## src/hole_fit_allocator_core_defines.svh

```systemverilog
// ----------------------------------------------------------------------------
// hole fit allocator assertion macros
// shared assertion helpers, clocked on clk_i and off while rst_ni is low
// ----------------------------------------------------------------------------
`ifndef HOLE_FIT_ALLOCATOR_CORE_DEFINES_SVH
`define HOLE_FIT_ALLOCATOR_CORE_DEFINES_SVH

// same-cycle implication
`define HFA_ASSERT_NOW(label, cond, result, msg) \
  label: assert property (@(posedge clk_i) disable iff (!rst_ni) \
    (cond) |-> (result)) else $error(msg);

// next-cycle implication
`define HFA_ASSERT_NEXT(label, cond, result, msg) \
  label: assert property (@(posedge clk_i) disable iff (!rst_ni) \
    (cond) |=> (result)) else $error(msg);

`endif

```

## src/hfa_pkg.sv

```systemverilog
// ----------------------------------------------------------------------------
// hfa_pkg
// types and codes shared by the hole fit allocator
// ----------------------------------------------------------------------------
package hfa_pkg;

  // item kinds
  localparam logic KIND_LOAD    = 1'b0;
  localparam logic KIND_REQUEST = 1'b1;

  // fit policy codes, the fourth code grants nothing
  localparam logic [1:0] POLICY_FIRST = 2'd0;
  localparam logic [1:0] POLICY_BEST  = 2'd1;
  localparam logic [1:0] POLICY_WORST = 2'd2;

  // configuration register indexes
  localparam logic CFG_FIT_POLICY   = 1'b0;
  localparam logic CFG_HOLES_IN_USE = 1'b1;

  localparam int unsigned CfgDataW = 5;

  typedef struct packed {
    logic        kind;
    logic [3:0]  hole_index;
    logic [15:0] size_value;
  } in_item_t;

  typedef struct packed {
    logic        granted;
    logic [3:0]  block_index;
    logic [15:0] remaining_size;
  } out_item_t;

endpackage

```

## src/hfa_ram.sv

```systemverilog
// ----------------------------------------------------------------------------
// hfa_ram
// simple dual port ram, one write and one registered read per cycle
// ----------------------------------------------------------------------------
module hfa_ram #(
  parameter int unsigned Width = 16,
  parameter int unsigned Depth = 16,
  localparam int unsigned AddrW = (Depth > 1) ? $clog2(Depth) : 1
) (
  input  logic             clk_i,
  input  logic             we_i,
  input  logic [AddrW-1:0] waddr_i,
  input  logic [Width-1:0] wdata_i,
  input  logic             re_i,
  input  logic [AddrW-1:0] raddr_i,
  output logic [Width-1:0] rdata_o
);

  logic [Width-1:0] mem [Depth];
  logic [Width-1:0] rdata_q;

  always_ff @(posedge clk_i) begin
    if (we_i) begin
      mem[waddr_i] <= wdata_i;
    end
    if (re_i) begin
      rdata_q <= mem[raddr_i];
    end
  end

  assign rdata_o = rdata_q;

endmodule

```

## src/hole_fit_allocator_core.sv

```systemverilog
// ----------------------------------------------------------------------------
// hole_fit_allocator_core
// first, best and worst fit allocation over a table of free hole sizes
// ----------------------------------------------------------------------------
//
//  channel  | signals                          | direction | moves
//  ---------+----------------------------------+-----------+-----------------------
//  in       | in_valid_i in_ready_o in_data_i  | sink      | load or request item
//  out      | out_valid_o out_ready_i out_data_o | source  | one result per request
//  cfg      | cfg_we_i cfg_idx_i cfg_data_i    | sink      | register write, no wait
//
//  a load transfer writes the hole table in its accepting cycle; loads go back to back
//  a request scans span = min(holes_in_use, NUM_HOLES) entries: the span reads,
//  the compare of the last entry, a check that the read pipe is empty, then the
//  registered result and its write-back in finish; a zero span skips reads and compares
//  in_ready_o is low meanwhile; write-back stalls only while an older result waits
//  reset clears control state only, the hole table holds nothing until loaded
//
// ----------------------------------------------------------------------------
`include "hole_fit_allocator_core_defines.svh"

module hole_fit_allocator_core #(
  parameter int unsigned NUM_HOLES = 16,
  parameter int unsigned SIZE_BITS = 16
) (
  input  logic                          clk_i,
  input  logic                          rst_ni,
  // item channel
  input  logic                          in_valid_i,
  output logic                          in_ready_o,
  input  hfa_pkg::in_item_t             in_data_i,
  // result channel
  output logic                          out_valid_o,
  input  logic                          out_ready_i,
  output hfa_pkg::out_item_t            out_data_o,
  // configuration writes
  input  logic                          cfg_we_i,
  input  logic                          cfg_idx_i,
  input  logic [hfa_pkg::CfgDataW-1:0]  cfg_data_i
);

  localparam int unsigned IdxW = (NUM_HOLES > 1) ? $clog2(NUM_HOLES) : 1;
  localparam int unsigned CntW = $clog2(NUM_HOLES + 1);

  typedef enum logic [1:0] {
    ST_IDLE,
    ST_SCAN,
    ST_FINISH
  } state_e;

  state_e                 state_q;
  logic [1:0]             policy_q;
  logic [4:0]             holes_in_use_q;
  logic [SIZE_BITS-1:0]   size_q;
  logic [CntW-1:0]        span_q;
  logic [CntW-1:0]        issue_q;    // next table entry to read
  logic [IdxW-1:0]        cmp_idx_q;  // entry whose data is on the ram output
  logic                   pend_q;     // ram output carries a valid entry
  logic                   found_q;
  logic [IdxW-1:0]        pick_q;
  logic [SIZE_BITS-1:0]   best_q;
  logic                   out_valid_q;
  hfa_pkg::out_item_t     out_q;

  // ram signals
  logic                   ram_we;
  logic [IdxW-1:0]        ram_waddr;
  logic [SIZE_BITS-1:0]   ram_wdata;
  logic                   ram_re;
  logic [SIZE_BITS-1:0]   ram_rdata;

  logic                   in_xfer;
  logic                   load_ok;
  logic [8:0]             load_idx_ext;
  logic                   out_free;
  logic                   fits;
  logic                   take;
  logic                   grant;
  logic [SIZE_BITS-1:0]   remaining;
  logic [CntW-1:0]        span_d;

  assign in_ready_o   = (state_q == ST_IDLE);
  assign in_xfer      = in_valid_i && in_ready_o;
  assign out_free     = !out_valid_q || out_ready_i;
  assign load_idx_ext = 9'(in_data_i.hole_index);
  assign load_ok      = load_idx_ext < 9'(NUM_HOLES);

  // entries beyond the table are never searched
  assign span_d = (9'(holes_in_use_q) > 9'(NUM_HOLES)) ? CntW'(NUM_HOLES)
                                                       : CntW'(holes_in_use_q);

  // compare the entry on the ram output against the running candidate
  assign fits = ram_rdata >= size_q;
  always_comb begin
    take = 1'b0;
    unique case (policy_q)
      hfa_pkg::POLICY_FIRST: take = fits && !found_q;
      // strict compare keeps the lowest index on a tie
      hfa_pkg::POLICY_BEST:  take = fits && (!found_q || ram_rdata < best_q);
      // non-strict compare moves to the highest index on a tie
      hfa_pkg::POLICY_WORST: take = !found_q || ram_rdata >= best_q;
      default:               take = 1'b0;
    endcase
  end

  // worst fit tracks the largest hole and checks the request only at the end
  always_comb begin
    grant = 1'b0;
    unique case (policy_q)
      hfa_pkg::POLICY_FIRST,
      hfa_pkg::POLICY_BEST:  grant = found_q;
      hfa_pkg::POLICY_WORST: grant = found_q && (best_q >= size_q);
      default:               grant = 1'b0;
    endcase
  end

  assign remaining = best_q - size_q;

  // single write port: loads in idle, write-back of a granted result when it is registered
  always_comb begin
    if (state_q == ST_FINISH) begin
      ram_we    = out_free && grant;
      ram_waddr = pick_q;
      ram_wdata = remaining;
    end else begin
      ram_we    = in_xfer && (in_data_i.kind == hfa_pkg::KIND_LOAD) && load_ok;
      ram_waddr = load_idx_ext[IdxW-1:0];
      ram_wdata = SIZE_BITS'(in_data_i.size_value);
    end
  end

  assign ram_re = (state_q == ST_SCAN) && (issue_q < span_q);

  hfa_ram #(
    .Width (SIZE_BITS),
    .Depth (NUM_HOLES)
  ) u_hole_ram (
    .clk_i   (clk_i),
    .we_i    (ram_we),
    .waddr_i (ram_waddr),
    .wdata_i (ram_wdata),
    .re_i    (ram_re),
    .raddr_i (issue_q[IdxW-1:0]),
    .rdata_o (ram_rdata)
  );

  always_ff @(posedge clk_i or negedge rst_ni) begin
    if (!rst_ni) begin
      state_q        <= ST_IDLE;
      policy_q       <= hfa_pkg::POLICY_FIRST;
      holes_in_use_q <= 5'd16;
      issue_q        <= '0;
      pend_q         <= 1'b0;
      found_q        <= 1'b0;
      out_valid_q    <= 1'b0;
    end else begin
      // configuration must arrive only while idle; the core itself does not enforce it
      if (cfg_we_i) begin
        unique case (cfg_idx_i)
          hfa_pkg::CFG_FIT_POLICY:   policy_q       <= cfg_data_i[1:0];
          hfa_pkg::CFG_HOLES_IN_USE: holes_in_use_q <= cfg_data_i;
          default: ;
        endcase
      end

      // in finish the result register is refilled below instead
      if (out_valid_q && out_ready_i && (state_q != ST_FINISH)) begin
        out_valid_q <= 1'b0;
      end

      unique case (state_q)
        ST_IDLE: begin
          if (in_xfer && (in_data_i.kind == hfa_pkg::KIND_REQUEST)) begin
            size_q  <= SIZE_BITS'(in_data_i.size_value);
            span_q  <= span_d;
            issue_q <= '0;
            pend_q  <= 1'b0;
            found_q <= 1'b0;
            state_q <= ST_SCAN;
          end
        end
        ST_SCAN: begin
          pend_q    <= ram_re;
          cmp_idx_q <= issue_q[IdxW-1:0];
          if (ram_re) begin
            issue_q <= issue_q + CntW'(1);
          end
          if (pend_q && take) begin
            found_q <= 1'b1;
            pick_q  <= cmp_idx_q;
            best_q  <= ram_rdata;
          end
          if (!ram_re && !pend_q) begin
            state_q <= ST_FINISH;
          end
        end
        ST_FINISH: begin
          if (out_free) begin
            out_valid_q          <= 1'b1;
            out_q.granted        <= grant;
            out_q.block_index    <= grant ? 4'(pick_q) : 4'd0;
            out_q.remaining_size <= grant ? 16'(remaining) : 16'd0;
            state_q              <= ST_IDLE;
          end
        end
        default: state_q <= ST_IDLE;
      endcase
    end
  end

  assign out_valid_o = out_valid_q;
  assign out_data_o  = out_q;

  // checks on the scan and write-back sequencing
  `HFA_ASSERT_NOW(a_no_write_in_scan, state_q == ST_SCAN, !ram_we, "ram write during scan")
  `HFA_ASSERT_NOW(a_issue_in_span, state_q == ST_SCAN, issue_q <= span_q, "scan ran past span")
  `HFA_ASSERT_NEXT(a_pend_from_read, ram_re, pend_q, "lost ram read in scan")
  `HFA_ASSERT_NOW(a_refused_is_zero, out_valid_q && !out_q.granted,
    out_q.block_index == 4'd0 && out_q.remaining_size == 16'd0, "refused result not zero")

endmodule

```

## config.mk

```make
export PLATFORM = sky130hd
export DESIGN_NAME = hole_fit_allocator_core
export DESIGN_NICKNAME = d
export VERILOG_FILES = /design/src/hfa_pkg.sv /design/src/hfa_ram.sv /design/src/hole_fit_allocator_core.sv
export VERILOG_INCLUDE_DIRS = /design/src /design/src/src
export SDC_FILE = /design/constraint.sdc
export NUM_CORES = 1
export LEC_CHECK = 0
export ABC_CLOCK_PERIOD_IN_PS = 11070
export BUFFER_PORTS_ARGS = -buffer_cell sky130_fd_sc_hd__buf_2
export CAP_MARGIN = 20
export CORE_ASPECT_RATIO = 1.75
export CORE_MARGIN = 2
export CORE_UTILIZATION = 35
export DETAILED_ROUTE_END_ITERATION = 7
export HOLD_SLACK_MARGIN = 0.05
export PLACE_DENSITY = 0.6
export REMOVE_ABC_BUFFERS = 1
export SLEW_MARGIN = 20
export SYNTH_ARGS = -nofsm -noshare
export SYNTH_HDL_FRONTEND = slang
export SYNTH_HIERARCHICAL = 1
export SYNTH_SLANG_ARGS = --single-unit
```

## constraint.sdc

```tcl
create_clock -name clk_i -period 11.07 [get_ports clk_i]
set_clock_uncertainty 0.15 [all_clocks]
set_input_delay 2.214 -clock clk_i [delete_from_list [all_inputs] [get_ports clk_i]]
set_output_delay 2.214 -clock clk_i [all_outputs]
set_load 0.02 [all_outputs]
```

-- Yosys cells after proc, flatten, opt, wreduce, memory -nomap -nowiden
Memory sizes are Yosys's and may differ from the RTL's. A register that Yosys moved wholly into a read port is not among the register bits.
Cells that the tools add are included.
- $add $sub $neg: 2
- magnitude comparators: 7
- eq/ne operators: 10
- multiplexer cells: 21
- bitwise logic cells: 2
- reduce and logical (&&, ||, !) cells: 34
- operators by type and width (operator ; count):
    $ge A16 B16 Y1 ; 3
    $reduce_and A3 Y1 ; 6
    $lt A16 B16 Y1 ; 1
    $mux W16 ; 1
    $sub A16 B16 Y16 ; 1
    $logic_and A1 B1 Y1 ; 13
    $mux W5 ; 2
    $pmux W5 S2 ; 1
    $mux W1 ; 8
    $reduce_and A2 Y1 ; 4
    $mux W2 ; 3
    $ne A2 B1 Y1 const B ; 3
    $ne A2 B2 Y1 const B ; 3
    $pmux W1 S2 ; 3
    $pmux W2 S3 ; 1
    $add A5 B1 Y5 const B ; 1
    $gt A5 B5 Y1 const B ; 1
    $lt A4 B5 Y1 const B ; 1
    $lt A5 B5 Y1 ; 1
    $eq A2 B1 Y1 const B ; 2
    $eq A2 B2 Y1 const B ; 2
    $logic_not A1 Y1 ; 4
    $logic_not A2 Y1 ; 2
    $mux W4 ; 1
    other kinds (5) ; 8
- register bits: 83
- bits in writable memories: 256
- bits of input ports: 32
- output and inout port bits: 23
- word-level logic and storage cells: 92
- memories kept: 1
- memories (memory ; words ; width ; read ports ; clocked after Yosys merged registers in ; write ports ; RTL line ; text):
    u_hole_ram.mem ; 16 ; 16 ; 1 ; 1 ; 1 ; hfa_ram.sv:19 ; logic [Width-1:0] mem [Depth];

-- Depth between registers and ports, before layout
Gate-level depths: netlist (run 1).
- depth after elaboration: 7
- gate-level depth with buffers: 11
- mapped depth without buffers: 11

-- Modules after synthesis
Netlist (run 1), hierarchy kept.
- modules (own cells, without submodules) (module ; times used ; cells an instance ; area each (µm²)):
    hfa_ram ; 1 ; 432 ; 10202.3
    hole_fit_allocator_core ; 1 ; 459 ; 4887.2

-- Worst setup path after synthesis (run 1)
Ideal clock, no wire load.
- kind: input -> register
- start point: input rst_ni
- end point: register best_q[0], enable pin
- arrival time: 4327 ps
- data required time: 10472 ps
- path slack: 6145 ps
- cell stages on the path: 2
- path through: inv_1 -> nor4_1
- word-level cells in the longest chain between the ends: 1
- RTL lines (element ; RTL line ; text):
    start: declaration ; hole_fit_allocator_core.sv:27 ; input logic rst_ni,
    $reduce_and A3 Y1 (no line) ; n/a ;
    end signal: assignment ; hole_fit_allocator_core.sv:191 ; best_q <= ram_rdata;
    end: declaration ; hole_fit_allocator_core.sv:61 ; logic [SIZE_BITS-1:0] best_q;
Every way passes these cells.
A chain may end at the register's enable or synchronous reset.

-- Worst setup path after layout (run 1)
- start point: register size_q[0]
- end point: memory u_hole_ram.mem[2][10], enable pin
- word-level cells in the longest chain between the ends: 7
- RTL lines (element ; RTL line ; text):
    start: declaration ; hole_fit_allocator_core.sv:54 ; logic [SIZE_BITS-1:0] size_q;
    start signal: assignment ; hole_fit_allocator_core.sv:174 ; size_q <= SIZE_BITS'(in_data_i.size_value);
    $ge A16 B16 Y1 ; hole_fit_allocator_core.sv:112 ; hfa_pkg::POLICY_WORST: grant = found_q && (best_q >= size_q);
    $logic_and A1 B1 Y1 ; hole_fit_allocator_core.sv:112 ;
    $pmux W1 S2 ; hole_fit_allocator_core.sv:109 ; unique case (policy_q)
    $logic_and A1 B1 Y1 ; hole_fit_allocator_core.sv:122 ; ram_we = out_free && grant;
    $mux W1 ; hole_fit_allocator_core.sv:121 ; if (state_q == ST_FINISH) begin
    via ram_we ; hole_fit_allocator_core.sv:66 ; logic ram_we;
    $mux W1 ; hfa_ram.sv:23 ; if (we_i) begin
    $mux W1 (not written as such) ; hfa_ram.sv:24 ; mem[waddr_i] <= wdata_i;
    end: declaration ; hfa_ram.sv:19 ;
The timed path passes the listed nets, and every way through them passes these cells.

==> results of run 1 <==
worst max-delay path: stages (launching register included):
cell and delay (ns):
edfxtp_1 0.39, ha_1 0.24, fa_1 0.41, nand2b_1 0.20
a211oi_2 0.29, a211oi_2 0.14, o21ai_2 0.13, nand4_2 0.62
o21ai_0 0.94, or3b_2 0.59, nor2_2 0.77
layout make-up:
class / instances / area share (%)
Timing Repair Buffer: 79 / 2.66
Inverter: 50 / 1.08
Clock buffer: 40 / 5.39
Antenna cell: 1 / 0.0144
Clock inverter: 22 / 1.30
Tap cell: 561 / 4.04
Multi-Input combinational cell: 458 / 24.5
Sequential cell: 355 / 61.0
cell usage in the layout, fill, tap and decap left out, drive strengths merged, types with 6 or more instances in the layout:
cell and count:
ha 53, nor2 49, dfrtp 16, nand4 9, a22oi 32, clkbuf 40
clkinv 14, a21oi 20, xor2 7, nand3 19, nand2 60, nor2b 11
mux4 64, a21o 6, a211oi 6, o21ai 42, buf 79, nand2b 9
inv 53, edfxtp 338
power by group:
| part | internal [uW] | switching [uW] | leakage [uW] |
|---|---|---|---|
| clock network | 704 | 503 | 0.000577 |
| registers | 1690 | 81.3 | 0.00327 |
| logic | 364 | 569 | 0.00219 |
| total | 2760 | 1150 | 0.00604 |
registers in the layout, indices dropped and copies added (netlist names), 5 cells and up:
signal and count:
best_q 16, holes_in_use_q 5, issue_q 5, out_data_o 21, size_q 16, span_q 5, u_hole_ram/mem 256, u_hole_ram/rdata_o 16
metal layers:
layer | track usage (%) | routed length (um) | up-vias
met4 | 6.09 | 1210 | 0
met1 | 17.7 | 13200 | 4097
met5 | 0 | 0 | -
li1 | - | - | 3702
met2 | 29.9 | 19400 | 165
met3 | 2.11 | 1140 | 59
kinds of logic (layout without fill, tap and decap cells):
| kind of cell | Yosys count | count (layout) | share of synthesized area, % |
|---|---|---|---|
| AND/OR/NAND/NOR | 185 | 185 | 5.92 |
| buffers and inverters | 78 | 191 | 2.29 |
| other | 0 | 1 | 0 |
| XOR/XNOR | 11 | 11 | 0.638 |
| adder cells (fa/ha/maj) | 54 | 54 | 4.53 |
| multiplexers | 71 | 71 | 10.3 |
| AO/OA/AOI/OAI | 137 | 137 | 6.23 |
| flip-flops | 355 | 355 | 70.1 |
through the flow:
stage,hold slack [ns],total power (uW)
detailed placement,0.257,2740
global placement,0.254,2730
CTS,0.275,3950
floorplan,0.250,2390
global route,0.276,4080
finish,0.272,3910
worst paths after layout:
check	start	endpoint	cells after the start
max	size_q[0]$_DFFE_PP_	u_hole_ram/mem[2][10]$_DFFE_PP_	10
min	cmp_idx_q[1]$_DFFE_PP_	pick_q[1]$_DFFE_PP_	0
max reg2reg	size_q[0]$_DFFE_PP_	u_hole_ram/mem[2][10]$_DFFE_PP_	10
min reg2reg	cmp_idx_q[1]$_DFFE_PP_	pick_q[1]$_DFFE_PP_	0
max in group asynchronous	rst_ni	issue_q[0]$_DFFE_PN0P_	1
min in group asynchronous	rst_ni	issue_q[4]$_DFFE_PN0P_	1
==> out/results.tsv, run 1 <==
metric	value	unit
arrival time worst endpoint	5.27	ns
die footprint	44900	sq um
CTS Buf Count	35	
final hold vios	0	
Routed WL per cell	22.3	um
1st-pass router iterations	5	
Final HPWL DP	24500	um
Worst Path Required	11.07	ns
setup ws final	5.80	ns
Area Growth Syn to Fin	15.0	%
crit path time final	5.27	ns
Slew Viols, Final	0	
Resize count post-CTS	0	
Cells after Synth	891	
YS warnings	6	
asr flop ratio synth	4.79	%
chip width	161	um
leakage	0.00604	uW
vias in the first global route	8458	
maximum vdd drop	0.0985	mV
register clock-pin slew on the reported worst setup and hold paths	0.06	ns
Register Area	10600	sq um
pre-CTS setup slack	5.93	ns
EDFF count, synth	338	
Cell Count, Final, Fillers Out	1566	
HP Class	register to register	
detail-routed via count per cell	5.12	
slew of the pin with the lowest slew margin	1.14	ns
routability cong.	0.879	
# DRC	0	
Bufs on Longest Clock Path	3	
Post-Route WL	35000	um
Total GRT Usage	15.8	%
top cells by count, synth	edfxtp_1, nand2_1, mux4_2	
Cell Area, Synth	15100	sq um
first-pass GRT wire length	52200	um
CP Launch Type	register	
Yosys top cell area share	67.3	%
Post-synth top flop	edfxtp_1	
DR iter-0 viols	471	
Net count, final	1065	
Yosys cell types	72	
status	finished, final reports clean	
setup tns final	0	ns
H-tree Lvls	2	
Multi-input gate area	4260	sq um
post-CTS setup buffers	0	
Placed Area	16200	sq um
# clock sinks	355	
Synth area leader	edfxtp_1	
Die Y	279	um
Placed Cells	1502	
critical path class	register to register	
clk root buf	clkbuf_16	
fin crit share	47.6	%
worst skew pair latency	0.54	ns
pwr dens	225	nW/um^2
Port Buffers	54	
Fill cells	3866	
largest net degree at the start of global routing	69	
initial antenna violation count	0	
Worst slew margin	21.8	%
crit end category	register	
post-synthesis average cell area	16.9	sq um
endpoints failing setup	0	
Routed Antenna Nets	0	
achievable frequency	190	MHz
top cells by area, synth	edfxtp_1, mux4_2, ha_1	
unrepaired setup endpoints after global routing	no	
core area	42500	sq um
sequential share of the synthesized area	70.1	%
DR vias	8023	
initial core utilization	35.5	%
top-count cell post-synth	edfxtp_1	
grt ovf	0	
Finished Core Util	40.8	%
Hold Buf Count CTS	0	
number of max-cap violations	0	
Seq cells post-synth	355	
Final Instance Area	17400	sq um
Max FO, Critical Path	22	
# rows	100	
CTS tree	done	
layout cell share with drive strength beyond 1	24.2	%
IO Pins	55	
Worst R2R Setup Slack	5.80	ns
Power figures use the tool's default switching activity.
==> run 2, diff against run 1 <==
Settings changed: ABC_CLOCK_PERIOD_IN_PS 11070 to 5100.
Clock period 11.07 ns to 5.1 ns, I/O delays scaled along.
==> run 2 against run 1 <==
Effect of this change:
- critical path depth is 1 higher
- die area unchanged
- highest routed layer unchanged
- sequential share of layout area grew 0.35 points
- critical endpoint is now u_hole_ram/mem[3][11]$_DFFE_PP_
- largest cell class unchanged
- final area down 0.58%
- global-route usage decreased by 0.075 points
- fmax rose by 24%
- critical path type unchanged
- combinational power is 120% higher
- worst hold slack got worse by 0.038 ns
- clock-buffer cell count fell by 6
- total power increased by 110%
- wire length fell by 0.31%
==> out/results.tsv, run 2 (synthesized netlist as in run 1, its figures left out) <==
metric	value	unit	change
Multi-input gate area	4240	sq um	-0.41%
Port Buffers	54		unchanged
CTS Buf Count	30		-14%
maximum vdd drop	0.248	mV	+150%
grt ovf	0		unchanged
Post-Route WL	34900	um	-0.31%
CTS tree	done		
leakage	0.00602	uW	-0.29%
Routed WL per cell	22.2	um	-0.75%
first-pass GRT wire length	52800	um	+1.2%
final hold vios	0		unchanged
critical path class	register to register		
Max FO, Critical Path	9		-59%
Worst slew margin	31.2	%	+9.4 points
layout cell share with drive strength beyond 1	24.3	%	+0.11 points
Resize count post-CTS	0		unchanged
Bufs on Longest Clock Path	3		unchanged
commonest non-fill, non-tap cells in the layout	edfxtp_1, nand2_1, buf_2, mux4_2, ha_1		
Final HPWL DP	25400	um	+3.9%
largest net degree at the start of global routing	69		unchanged
Worst Path Required	5.22	ns	-5.85 ns
endpoints failing setup	0		unchanged
vias in the first global route	8718		+3.1%
Worst R2R Setup Slack	0.84	ns	-4.96 ns
DR iter-0 viols	522		+11%
core area	42500	sq um	unchanged
H-tree Lvls	1		-1
DR vias	8131		+1.3%
Placed Area	16300	sq um	+0.65%
register clock-pin slew on the reported worst setup and hold paths	0.07	ns	about the same
Largest register FFs	256		unchanged
setup tns final	0	ns	unchanged
detail-routed via count per cell	5.17		+0.90%
chip width	161	um	unchanged
clk root buf	clkbuf_16		
largest register by flop count	u_hole_ram/mem		
Total GRT Usage	15.7	%	-0.075 points
arrival time worst endpoint	4.38	ns	-0.89 ns
pwr dens	472	nW/um^2	+110%
CP Launch Type	register		
Area Growth Syn to Fin	14.3	%	
Slew Viols, Final	0		unchanged
Register Area	10600	sq um	unchanged
post-CTS setup buffers	0		unchanged
1st-pass router iterations	5		unchanged
crit end category	register		
number of max-cap violations	0		unchanged
Net count, final	1075		+0.94%
# DRC	0		unchanged
fin crit share	83.6	%	+36 points
Final Instance Area	17300	sq um	-0.58%
Routed Antenna Nets	0		unchanged
pre-CTS setup slack	0.858	ns	-5.07 ns
# rows	100		unchanged
unrepaired setup endpoints after global routing	no		
initial antenna violation count	0		unchanged
die footprint	44900	sq um	unchanged
status	finished, final reports clean		
routability cong.	0.838		-4.6%
crit path time final	4.26	ns	-1.01 ns
Hold Buf Count CTS	0		unchanged
HP Class	primary input to asynchronous set/reset pin		
# clock sinks	355		unchanged
Die Y	279	um	unchanged
worst hold slack	0.233	ns	-0.0382 ns
Fill cells	3874		+0.21%
most common cell after layout, fill and taps aside	edfxtp_1		
initial core utilization	35.5	%	unchanged
IO Pins	55		unchanged
worst skew pair latency	0.57	ns	+0.03 ns
achievable frequency	235	MHz	+24%
number of diodes	0		-1
setup ws final	0.838	ns	-4.96 ns
slew of the pin with the lowest slew margin	1.02	ns	-0.119 ns
## run 2: cell count changes in the layout (fill, tap and decap cells not counted), sizes merged
cell | previous run | this run
inv | 53 | 52
clkbuf | 40 | 34
clkinv | 14 | 15
buf | 79 | 94
bufinv | 4 | 3
diode | 1 | 0
## run 2: worst max-delay path, stage by stage (launching register included)
cell and delay (ns):
edfxtp_1 0.40, ha_1 0.24, fa_1 0.41, nand2b_1 0.20, a211oi_2 0.27, a211oi_2 0.14
o21ai_2 0.14, nand4_2 0.12, o21ai_0 0.59, or3b_2 0.59, nor2_2 0.43, buf_4 0.27
## run 2: final timing paths
check	depth (start not counted)	startpoint	end
min	1	rst_ni	issue_q[2]$_DFFE_PN0P_
max reg2reg	11	size_q[0]$_DFFE_PP_	u_hole_ram/mem[3][11]$_DFFE_PP_
max in group asynchronous	1	rst_ni	issue_q[0]$_DFFE_PN0P_
max	11	size_q[0]$_DFFE_PP_	u_hole_ram/mem[3][11]$_DFFE_PP_
min in group clk_i	0	cmp_idx_q[1]$_DFFE_PP_	pick_q[1]$_DFFE_PP_
min reg2reg	0	cmp_idx_q[1]$_DFFE_PP_	pick_q[1]$_DFFE_PP_
## run 2: area by class of cell
type                    count  share of cell area [%]
flip-flops and latches    355                    61.3
inverters                  50                    1.09
clock buffers              34                    4.56
clock inverters            21                    1.08
multi-input cells         458                    24.6
repair buffers             94                    3.31
well taps                 561                    4.07
## run 2: metal layers
metal	vias up	part of all wire, %	global-route usage [%]
li1	3711	-	-
met1	4165	37	17.2
met2	184	55	30.3
met3	71	3.1	1.59
met4	0	4.1	6.75
met5	-	0	0
## run 2: through the flow
step	util, %	total power [uW]	cells
after detailed placement	38.2	5950	1517
after global routing	40.6	8530	1573
after global placement	38.2	5910	1517
final	40.6	8140	1573
after CTS	40.5	8240	1572
after floorplan	-	5200	863
## run 2: power by group
| part | total [uW] | internal, uW | switching, uW | leakage [uW] |
|---|---|---|---|---|
| Combinational | 2010 | 802 | 1200 | 0.00226 |
| Clock | 2290 | 1260 | 1030 | 0.000486 |
| Sequential | 3850 | 3660 | 185 | 0.00327 |
| Total | 8140 | 5730 | 2410 | 0.00602 |
